## config.mk

```make
export PLATFORM = sky130hd
export DESIGN_NAME = brf_ctrl
export DESIGN_NICKNAME = d
export VERILOG_FILES = /design/src/rtl/core/brf_pkg.sv /design/src/rtl/core/brf_ctrl.sv
export VERILOG_INCLUDE_DIRS = /design/src /design/src/rtl/core
export SDC_FILE = /design/constraint.sdc
export NUM_CORES = 1
export LEC_CHECK = 0
export BUFFER_PORTS_ARGS = -buffer_cell sky130_fd_sc_hd__buf_2
export CORE_MARGIN = 8
export CORE_UTILIZATION = 47
export DETAILED_ROUTE_END_ITERATION = 10
export PLACE_DENSITY = 0.85
export REMOVE_ABC_BUFFERS = 1
export SLEW_MARGIN = 20
export SYNTH_ARGS = -nofsm -noshare
export SYNTH_HDL_FRONTEND = slang
export SYNTH_SLANG_ARGS = --single-unit
```

## constraint.sdc

```tcl
create_clock -name clk_i -period 1.89 [get_ports clk_i]
set_input_delay 0.189 -clock clk_i [delete_from_list [all_inputs] [get_ports clk_i]]
set_output_delay 0.189 -clock clk_i [all_outputs]
set_load 0.01 [all_outputs]
```

## src/rtl/core/assert_macros.svh

```systemverilog
// Assertion helpers shared by the root finder modules.
// Each macro takes a label, the clock, the active-low reset and the checked terms.
`ifndef ASSERT_MACROS_SVH
`define ASSERT_MACROS_SVH
`ifndef NO_ASSERTIONS
`define ASSERT_ALWAYS(lbl, clk, rst_n, prop) \
  lbl: assert property (@(posedge clk) disable iff (!rst_n) prop) \
    else $error("assertion failed");
`define ASSERT_NEXT(lbl, clk, rst_n, ante, cons) \
  lbl: assert property (@(posedge clk) disable iff (!rst_n) (ante) |=> (cons)) \
    else $error("assertion failed");
`else
`define ASSERT_ALWAYS(lbl, clk, rst_n, prop)
`define ASSERT_NEXT(lbl, clk, rst_n, ante, cons)
`endif
`endif

```

## src/rtl/core/brf_pkg.sv

```systemverilog
package brf_pkg;

  // Default number of fraction bits of the fixed-point format.
  localparam int unsigned FRAC_BITS_DEF = 16;
  // Width of the compare between the scaled width and the relative limit.
  localparam int unsigned CMP_W = 64;
  // Reset value of both tolerance registers.
  localparam logic [30:0] TOL_RESET = 31'd66;

  typedef enum logic {
    OP_START = 1'b0,
    OP_VALUE = 1'b1
  } opcode_e;

  typedef enum logic [1:0] {
    KIND_EVAL  = 2'd0,
    KIND_ROOT  = 2'd1,
    KIND_BAD   = 2'd2,
    KIND_UNEXP = 2'd3
  } kind_e;

  typedef enum logic [1:0] {
    PH_IDLE = 2'd0,
    PH_LOW  = 2'd1,
    PH_HIGH = 2'd2,
    PH_ITER = 2'd3
  } phase_e;

  typedef enum logic {
    CFG_ABS_TOL = 1'b0,
    CFG_REL_TOL = 1'b1
  } cfg_idx_e;

  // Commands from the controller to the datapath.
  typedef struct packed {
    logic start;       // load bracket and target, request f(low)
    logic capture;     // latch the residual of the returned value
    logic unexpected;  // value arrived while idle
    logic upd_low;     // store residual of the low end, request f(high)
    logic upd_high;    // store residual of the high end
    logic set_bad;     // report a bad bracket
    logic upd_iter;    // fold the probe into the bracket
    logic prep;        // register width, product and divider operands
    logic root;        // report the final root
    logic div_step;    // one quotient bit
    logic step_mul;    // width times step fraction
    logic probe;       // form the next probe point
    logic emit;        // load the output register
  } dp_cmd_t;

  // Status from the datapath to the controller.
  typedef struct packed {
    logic bad_bracket;
    logic stop;
    logic den_zero;
  } dp_sts_t;

  // Clamp a wide signed value to the signed 32-bit range.
  function automatic logic signed [31:0] sat32(input logic signed [34:0] v);
    if (v > 35'sd2147483647) begin
      return 32'sh7FFF_FFFF;
    end else if (v < -35'sd2147483648) begin
      return 32'sh8000_0000;
    end
    return 32'(v);
  endfunction

  // Magnitude of a signed 32-bit value; the most negative value fits unsigned.
  function automatic logic [31:0] mag32(input logic signed [31:0] v);
    return v[31] ? 32'(-33'(v)) : 32'(v);
  endfunction

  // True when the two values do not share a strict sign; zero counts as either.
  function automatic logic sign_change(input logic signed [31:0] a,
                                       input logic signed [31:0] b);
    return ((!a[31]) && (b[31] || (b == 32'sd0))) ||
           ((a[31] || (a == 32'sd0)) && (!b[31]));
  endfunction

endpackage

```

## src/rtl/core/brf_ctrl.sv

```systemverilog
`include "assert_macros.svh"

module brf_ctrl #(
  parameter int unsigned FRAC_BITS = brf_pkg::FRAC_BITS_DEF
) (
  input  logic             clk_i,
  input  logic             rst_ni,
  input  logic             in_valid_i,
  output logic             in_stall_o,
  input  logic             opcode_i,
  output logic             out_valid_o,
  input  logic             out_stall_i,
  output brf_pkg::dp_cmd_t cmd_o,
  input  brf_pkg::dp_sts_t sts_i
);
  import brf_pkg::*;

  localparam int unsigned CNT_W = $clog2(FRAC_BITS);

  typedef enum logic [7:0] {
    ST_READY  = 8'b0000_0001,
    ST_UPDATE = 8'b0000_0010,
    ST_TEST   = 8'b0000_0100,
    ST_DECIDE = 8'b0000_1000,
    ST_DIV    = 8'b0001_0000,
    ST_STEP   = 8'b0010_0000,
    ST_PROBE  = 8'b0100_0000,
    ST_EMIT   = 8'b1000_0000
  } state_e;

  state_e           state_q, state_d;
  phase_e           phase_q, phase_d;
  logic [CNT_W-1:0] cnt_q, cnt_d;
  logic             out_valid_q, out_valid_d;
  logic             accept, out_free;

  assign in_stall_o = (state_q != ST_READY);
  assign accept     = in_valid_i && !in_stall_o;
  assign out_free   = !out_valid_q || !out_stall_i;

  // Sequencer for one transaction at a time.
  always_comb begin
    state_d = state_q;
    phase_d = phase_q;
    cnt_d   = cnt_q;
    cmd_o   = '0;
    unique case (state_q)
      ST_READY: begin
        if (accept) begin
          if (opcode_i == OP_START) begin
            cmd_o.start = 1'b1;
            phase_d     = PH_LOW;
            state_d     = ST_EMIT;
          end else begin
            cmd_o.capture = 1'b1;
            if (phase_q == PH_IDLE) begin
              cmd_o.unexpected = 1'b1;
              state_d          = ST_EMIT;
            end else begin
              state_d = ST_UPDATE;
            end
          end
        end
      end
      ST_UPDATE: begin
        unique case (phase_q)
          PH_LOW: begin
            cmd_o.upd_low = 1'b1;
            phase_d       = PH_HIGH;
            state_d       = ST_EMIT;
          end
          PH_HIGH: begin
            cmd_o.upd_high = 1'b1;
            if (sts_i.bad_bracket) begin
              cmd_o.set_bad = 1'b1;
              phase_d       = PH_IDLE;
              state_d       = ST_EMIT;
            end else begin
              state_d = ST_TEST;
            end
          end
          PH_ITER: begin
            cmd_o.upd_iter = 1'b1;
            state_d        = ST_TEST;
          end
          PH_IDLE: begin
            state_d = ST_READY;
          end
          default: begin
            state_d = ST_READY;
          end
        endcase
      end
      ST_TEST: begin
        cmd_o.prep = 1'b1;
        state_d    = ST_DECIDE;
      end
      ST_DECIDE: begin
        cnt_d = '0;
        if (sts_i.stop) begin
          cmd_o.root = 1'b1;
          phase_d    = PH_IDLE;
          state_d    = ST_EMIT;
        end else if (sts_i.den_zero) begin
          state_d = ST_STEP;
        end else begin
          state_d = ST_DIV;
        end
      end
      ST_DIV: begin
        cmd_o.div_step = 1'b1;
        cnt_d          = cnt_q + CNT_W'(1);
        if (cnt_q == CNT_W'(FRAC_BITS - 1)) begin
          state_d = ST_STEP;
        end
      end
      ST_STEP: begin
        cmd_o.step_mul = 1'b1;
        state_d        = ST_PROBE;
      end
      ST_PROBE: begin
        cmd_o.probe = 1'b1;
        phase_d     = PH_ITER;
        state_d     = ST_EMIT;
      end
      ST_EMIT: begin
        if (out_free) begin
          cmd_o.emit = 1'b1;
          state_d    = ST_READY;
        end
      end
      default: begin
        state_d = ST_READY;
      end
    endcase
  end

  // Output valid: set on load, cleared once the output is not stalled.
  always_comb begin
    if (cmd_o.emit) begin
      out_valid_d = 1'b1;
    end else if (!out_stall_i) begin
      out_valid_d = 1'b0;
    end else begin
      out_valid_d = out_valid_q;
    end
  end

  always_ff @(posedge clk_i or negedge rst_ni) begin
    if (!rst_ni) begin
      state_q     <= ST_READY;
      phase_q     <= PH_IDLE;
      cnt_q       <= '0;
      out_valid_q <= 1'b0;
    end else begin
      state_q     <= state_d;
      phase_q     <= phase_d;
      cnt_q       <= cnt_d;
      out_valid_q <= out_valid_d;
    end
  end

  assign out_valid_o = out_valid_q;

  `ASSERT_NEXT(busy_after_accept_a, clk_i, rst_ni, accept, in_stall_o)
  `ASSERT_ALWAYS(div_nonzero_a, clk_i, rst_ni, (state_q == ST_DIV) |-> !sts_i.den_zero)
  `ASSERT_NEXT(probe_sets_iter_a, clk_i, rst_ni, cmd_o.probe, phase_q == PH_ITER)

endmodule

```

# Word-level counts from Yosys, hierarchy flattened
# Cells that the tools add are included.
# op_classes
addsub	1
multipliers	0
div	0
magnitude_cmp	0
n_eq_ne	21
shifts	0
n_mux	37
n_bitwise	0
reduce_logical	10
# ops
cell	n
one-hot mux 8 bit (8 select lines)	1
two-way mux 8 bit	7
one-hot mux 8 bit (4 select lines)	1
two-way mux 1 bit	15
two-way mux 2 bit	6
inequality test 2 bit (second input constant)	5
equality test 8 x 1 -> 1 bit (second input constant)	1
equality test 8 x 2 -> 1 bit (second input constant)	1
equality test 8 x 3 -> 1 bit (second input constant)	1
equality test 8 x 4 -> 1 bit (second input constant)	1
equality test 8 x 5 -> 1 bit (second input constant)	1
equality test 8 x 6 -> 1 bit (second input constant)	1
equality test 8 x 7 -> 1 bit (second input constant)	1
equality test 8 bit (second input constant)	1
inequality test 8 x 1 -> 1 bit (second input constant)	1
one-hot mux 2 bit (4 select lines)	1
one-hot mux 4 bit (2 select lines)	1
two-way mux 3 bit	2
two-way mux 6 bit	1
AND reduction 6 bit	1
adder 4 x 1 -> 4 bit (second input constant)	1
equality test 2 bit (second input constant)	2
equality test 4 bit (second input constant)	1
two-way mux 4 bit	1
12 further kinds	14
# word_totals
reg_bits	15
latch_bits	0
mem_bits_rw	0
romBits	0
in_bits	8
out_inout_bits	15
word_cells	73
mem_count	0

# Longest topological paths before layout
# logic_depth
ltp_word	5
ltp_mapped	6
mapped_depth_nobuf	6

# Worst setup path after synthesis
# No wires, ideal clock.
# synth_timing
path_kind	reg2reg
from	register state_q[7]
to	register phase_q[1]
setup_ns	0.128
arrival_ns	1.798
required_time_ns	1.762
path_slack_ns	-0.036
path_stages_with_launch	6
path_buffers	0
period_less_slack_ns	1.926
cell_sequence	dfrtp_1 -> nor4_4 -> nand4b_2 -> and3_4 -> nor4_4 -> mux2_1
# synth_between
elab_chain_len	5
word_cells_on_any_way	15
cone_classes	eq/ne: 10; mux: 1; reduce/logical: 4
# synth_lines
element	line	text
from (decl)	brf_ctrl.sv:31	state_e state_q, state_d;
from (signal assigned)	brf_ctrl.sv:156	state_q <= state_d;
inequality test 8 x 1 -> 1 bit	brf_ctrl.sv:37	assign in_stall_o = (state_q != ST_READY);
zero test 1 bit	brf_ctrl.sv:38	assign accept = in_valid_i && !in_stall_o;
logical AND 1 bit	brf_ctrl.sv:38	
inequality test 2 bit (no source line)	--	
AND reduction 6 bit (no source line)	--	
to (signal assigned)	brf_ctrl.sv:157	phase_q <= phase_d;
to (decl)	brf_ctrl.sv:32	phase_e phase_q, phase_d;
# Several ways; a longest one is shown, not always the timed one.
# A chain may end at the register's enable or synchronous reset.

==> impl_metrics.csv <==
group,metric,value,unit
timing,setup_violations,11,
placed_design,post-dp-hpwl,1990,um
routing,post_drt_wl_per_cell,17.8,um
cells_and_area,multi_input_area,626,um^2
synthesis,yosysWarnings,0,
global_routing,grt_first_pass_wirelength,4700,um
routing,firstDrtPassIters,4,
synthesis,yosysSeqAreaShare,0.394,
worst_setup_path,worst_setup_path_end_kind,"primary output",
power_and_ir_drop,power_density,982,nW/um^2
worst_setup_path,crit_chain,"nor4_4 > buf_4 > nand4b_4 > nor4b_4 > buf_2",
floorplanning,io_pins,23,
timing,final-max-slew-violation-count,0,
placed_design,portBuffers,22,
timing,fin_crit_sh,1.07,
cells_and_area,fill_cells,138,
status,outcome,"finished with violations",
timing,relSlewSlack,0.715,
cells_and_area,layout_common_cells,"buf_2, buf_4, dfrtp_1",
worst_setup_path,crit_required,1.70,ns
synthesis,synthCells,99,
global_routing,grtUsageMet2,0.307,
worst_setup_path,crit_fanout,3,
timing,min_period,2.02,ns
routing,drt-initial-drc-count,33,
timing,finClkSkew,0.00689,ns
timing,tightestPinTransition,0.425,ns
worst_setup_path,slowest_delay,0.43,ns
clock_network,clockRootBuffer,"clkbuf_4",
clock_network,cts_max_level,1,
worst_setup_path,critPathBufInv,2,
placed_design,place_congestion,0.917,
floorplanning,start_util,0.492,
timing,setup_tns,-0.882,ns
worst_setup_path,cp_data_arrival_time,1.83,ns
cells_and_area,num_antenna_cells,0,
hold_path,hold_path.class,"in -> reg",
timing,fmax,496,MHz
clock_network,worstSkewPairLatency,0.31,ns
placed_design,placed_cell_area,1170,um^2
global_routing,overflow,0,
routing,vias,1030,
synthesis,synth_edf_count,0,
floorplanning,std_cell_rows,16,
floorplanning,core_area,1940,um^2
routing,wl,3110,um
synthesis,ys_ff_latch,15,
worst_setup_path,cpLargestDelayFamily,"simple AND/OR/NAND/NOR gates",
power_and_ir_drop,irDropWorstVdd,0.000773,V
clock_network,cts_buffer_depth,2,
cells_and_area,nNetsFinal,158,
global_routing,grt_busiest_layer,"met2",
cells_and_area,register_area,380,um^2
routing,vias_per_cell,5.89,
synthesis,yosysTopAreaCell,"dfrtp_1",
global_routing,grtUsageMet1,0.179,
run,maxCapViolCount,0,
floorplanning,die_w,61.1,um
global_routing,grt_pass1_vias,1028,
status,violations,"setup timing",
synthesis,synth_area_leaders,"dfrtp_1, nor4_4, and4b_1, nor2_1, xor2_1",
timing,layout_setup_ws,-0.126,ns
timing,finalHoldViolations,0,
synthesis,syn_area_per_cell,9.64,um^2
cells_and_area,area_growth,49.3,%
global_routing,grt_antenna_before_repair,0,
global_routing,grt_max_degree,16,
clock_network,clkTransAtPathRegs,0.10,ns
routing,ant_nets,0,
worst_setup_path,slowest_stage,"dfrtp_1",
routing,drc,0,
synthesis,yosysTopAreaCellShare,0.367,
cells_and_area,drive_above_1_share,0.480,
cells_and_area,final_area,1430,um^2
power_and_ir_drop,power_leakage,0.738,nW
synthesis,syn_area,955,um^2
synthesis,synth_ff_type,"dfrtp_1",
clock_network,numCtsBuffers,3,
global_routing,gr-usage-all-layers,0.170,
global_routing,grt_util_met3,0.0459,
floorplanning,dieHeight,61.1,um
floorplanning,dieArea,3730,um^2
worst_setup_path,path_class,"reg -> out",
synthesis,synth.distinct_cells,36,
clock_network,cts_sinks,15,
synthesis,ys_async_sr_fraction,1.00,
clock_network,cts_tree,"yes",
worst_setup_path,start_kind,"register",
timing,grt_setup_unrepaired,"yes",
[worst reg2reg max path, delay by kind of cell, from the launching register on]
kind                   cells  cell delay (ns)
AO/OA/AOI/OAI              3             0.60
buffers and inverters      2             0.36
flip-flops                 1             0.43
AND/OR/NAND/NOR            2             0.47
[layout make-up]
class | count | share of cell area
Multi-Input combinational cell | 76 | 0.439
Sequential cell | 15 | 0.267
Inverter | 7 | 0.0202
Tap cell | 27 | 0.0237
Clock buffer | 3 | 0.0158
Clock inverter | 1 | 0.00527
Timing Repair Buffer | 46 | 0.229
[power by group]
| part | switching, mW | leakage, nW | total (mW) | internal [mW] |
|---|---|---|---|---|
| clock | 0.122 | 0.0139 | 0.203 | 0.0810 |
| sequential | 0.100 | 0.195 | 0.478 | 0.378 |
| combinational | 0.388 | 0.529 | 0.719 | 0.332 |
| total | 0.610 | 0.738 | 1.40 | 0.790 |
[final timing paths]
| path | slack, ns | depth (start not counted) | start | endpoint |
|---|---|---|---|---|
| max in group asynchronous | 1.28 | 2 | rst_ni | state_q[0] |
| min | 0.12 | 2 | sts_i[0] | state_q[4] |
| min reg2reg | 0.52 | 1 | cnt_q[0] | cnt_q[0] |
| max reg2reg | -0.11 | 7 | state_q[2] | state_q[7] |
| max | -0.13 | 5 | state_q[2] | cmd_o[7] |
| min in group asynchronous | 0.31 | 2 | rst_ni | phase_q[1] |
[logic make-up (layout without fill, tap and decap cells)]
| family | Yosys count | after routing | share of synthesized area |
|---|---|---|---|
| compound gates | 16 | 16 | 0.105 |
| simple gates | 53 | 53 | 0.393 |
| buf+inv | 8 | 57 | 0.0354 |
| flops | 15 | 15 | 0.395 |
| xor+xnor | 4 | 4 | 0.0367 |
| fa+ha+maj | 1 | 1 | 0.0131 |
| mux | 2 | 2 | 0.0223 |
[what timing repair did]
item | 4_1_cts | 5_1_grt
endpoints found under the hold margin | 14 | 0
buffers inserted | 8 | 4
pin swaps | 6 | 8
gates resized for setup | 13 | 16
hold buffers | 1 | 0
setup endpoints to repair | 10 | 19
[synthesized netlist by cell type, drive strengths merged (2+ instances only)]
cell type  number
and4b           4
nand2           9
a21oi           3
nor2           10
nor3            3
dfrtp          14
nor4            5
and2            3
xor2            4
nand4b          4
nor4b           2
o21ai           6
and3            4
nor2b           2
inv             6
nand3           5
[metrics by stage]
step	utilization	hold slack [ns]	setup WS, ns	power, mW	cells
6_report	0.734	0.116	-0.126	1.40	175
5_1_grt	0.734	0.113	-0.255	1.48	175
4_1_cts	0.685	0.0962	-0.151	1.33	171
3_5_place_dp	0.604	0.110	-0.0180	1.04	158
3_3_place_gp	0.604	0.111	0.0615	1.00	158
2_1_floorplan	-	-0.107	-0.0360	0.850	98
[per-layer routing]
metal,routed length [um],up-vias
met5,0,-
met4,195,0
met3,154,22
met2,1570,44
met1,1190,500
li1,-,464
[registers in the layout, indices dropped and copies added, names as in the netlist]
signal,cells
phase_q,2
cnt_q,4
out_valid_o,1
state_q,8
(Power assumes the default switching activity.)
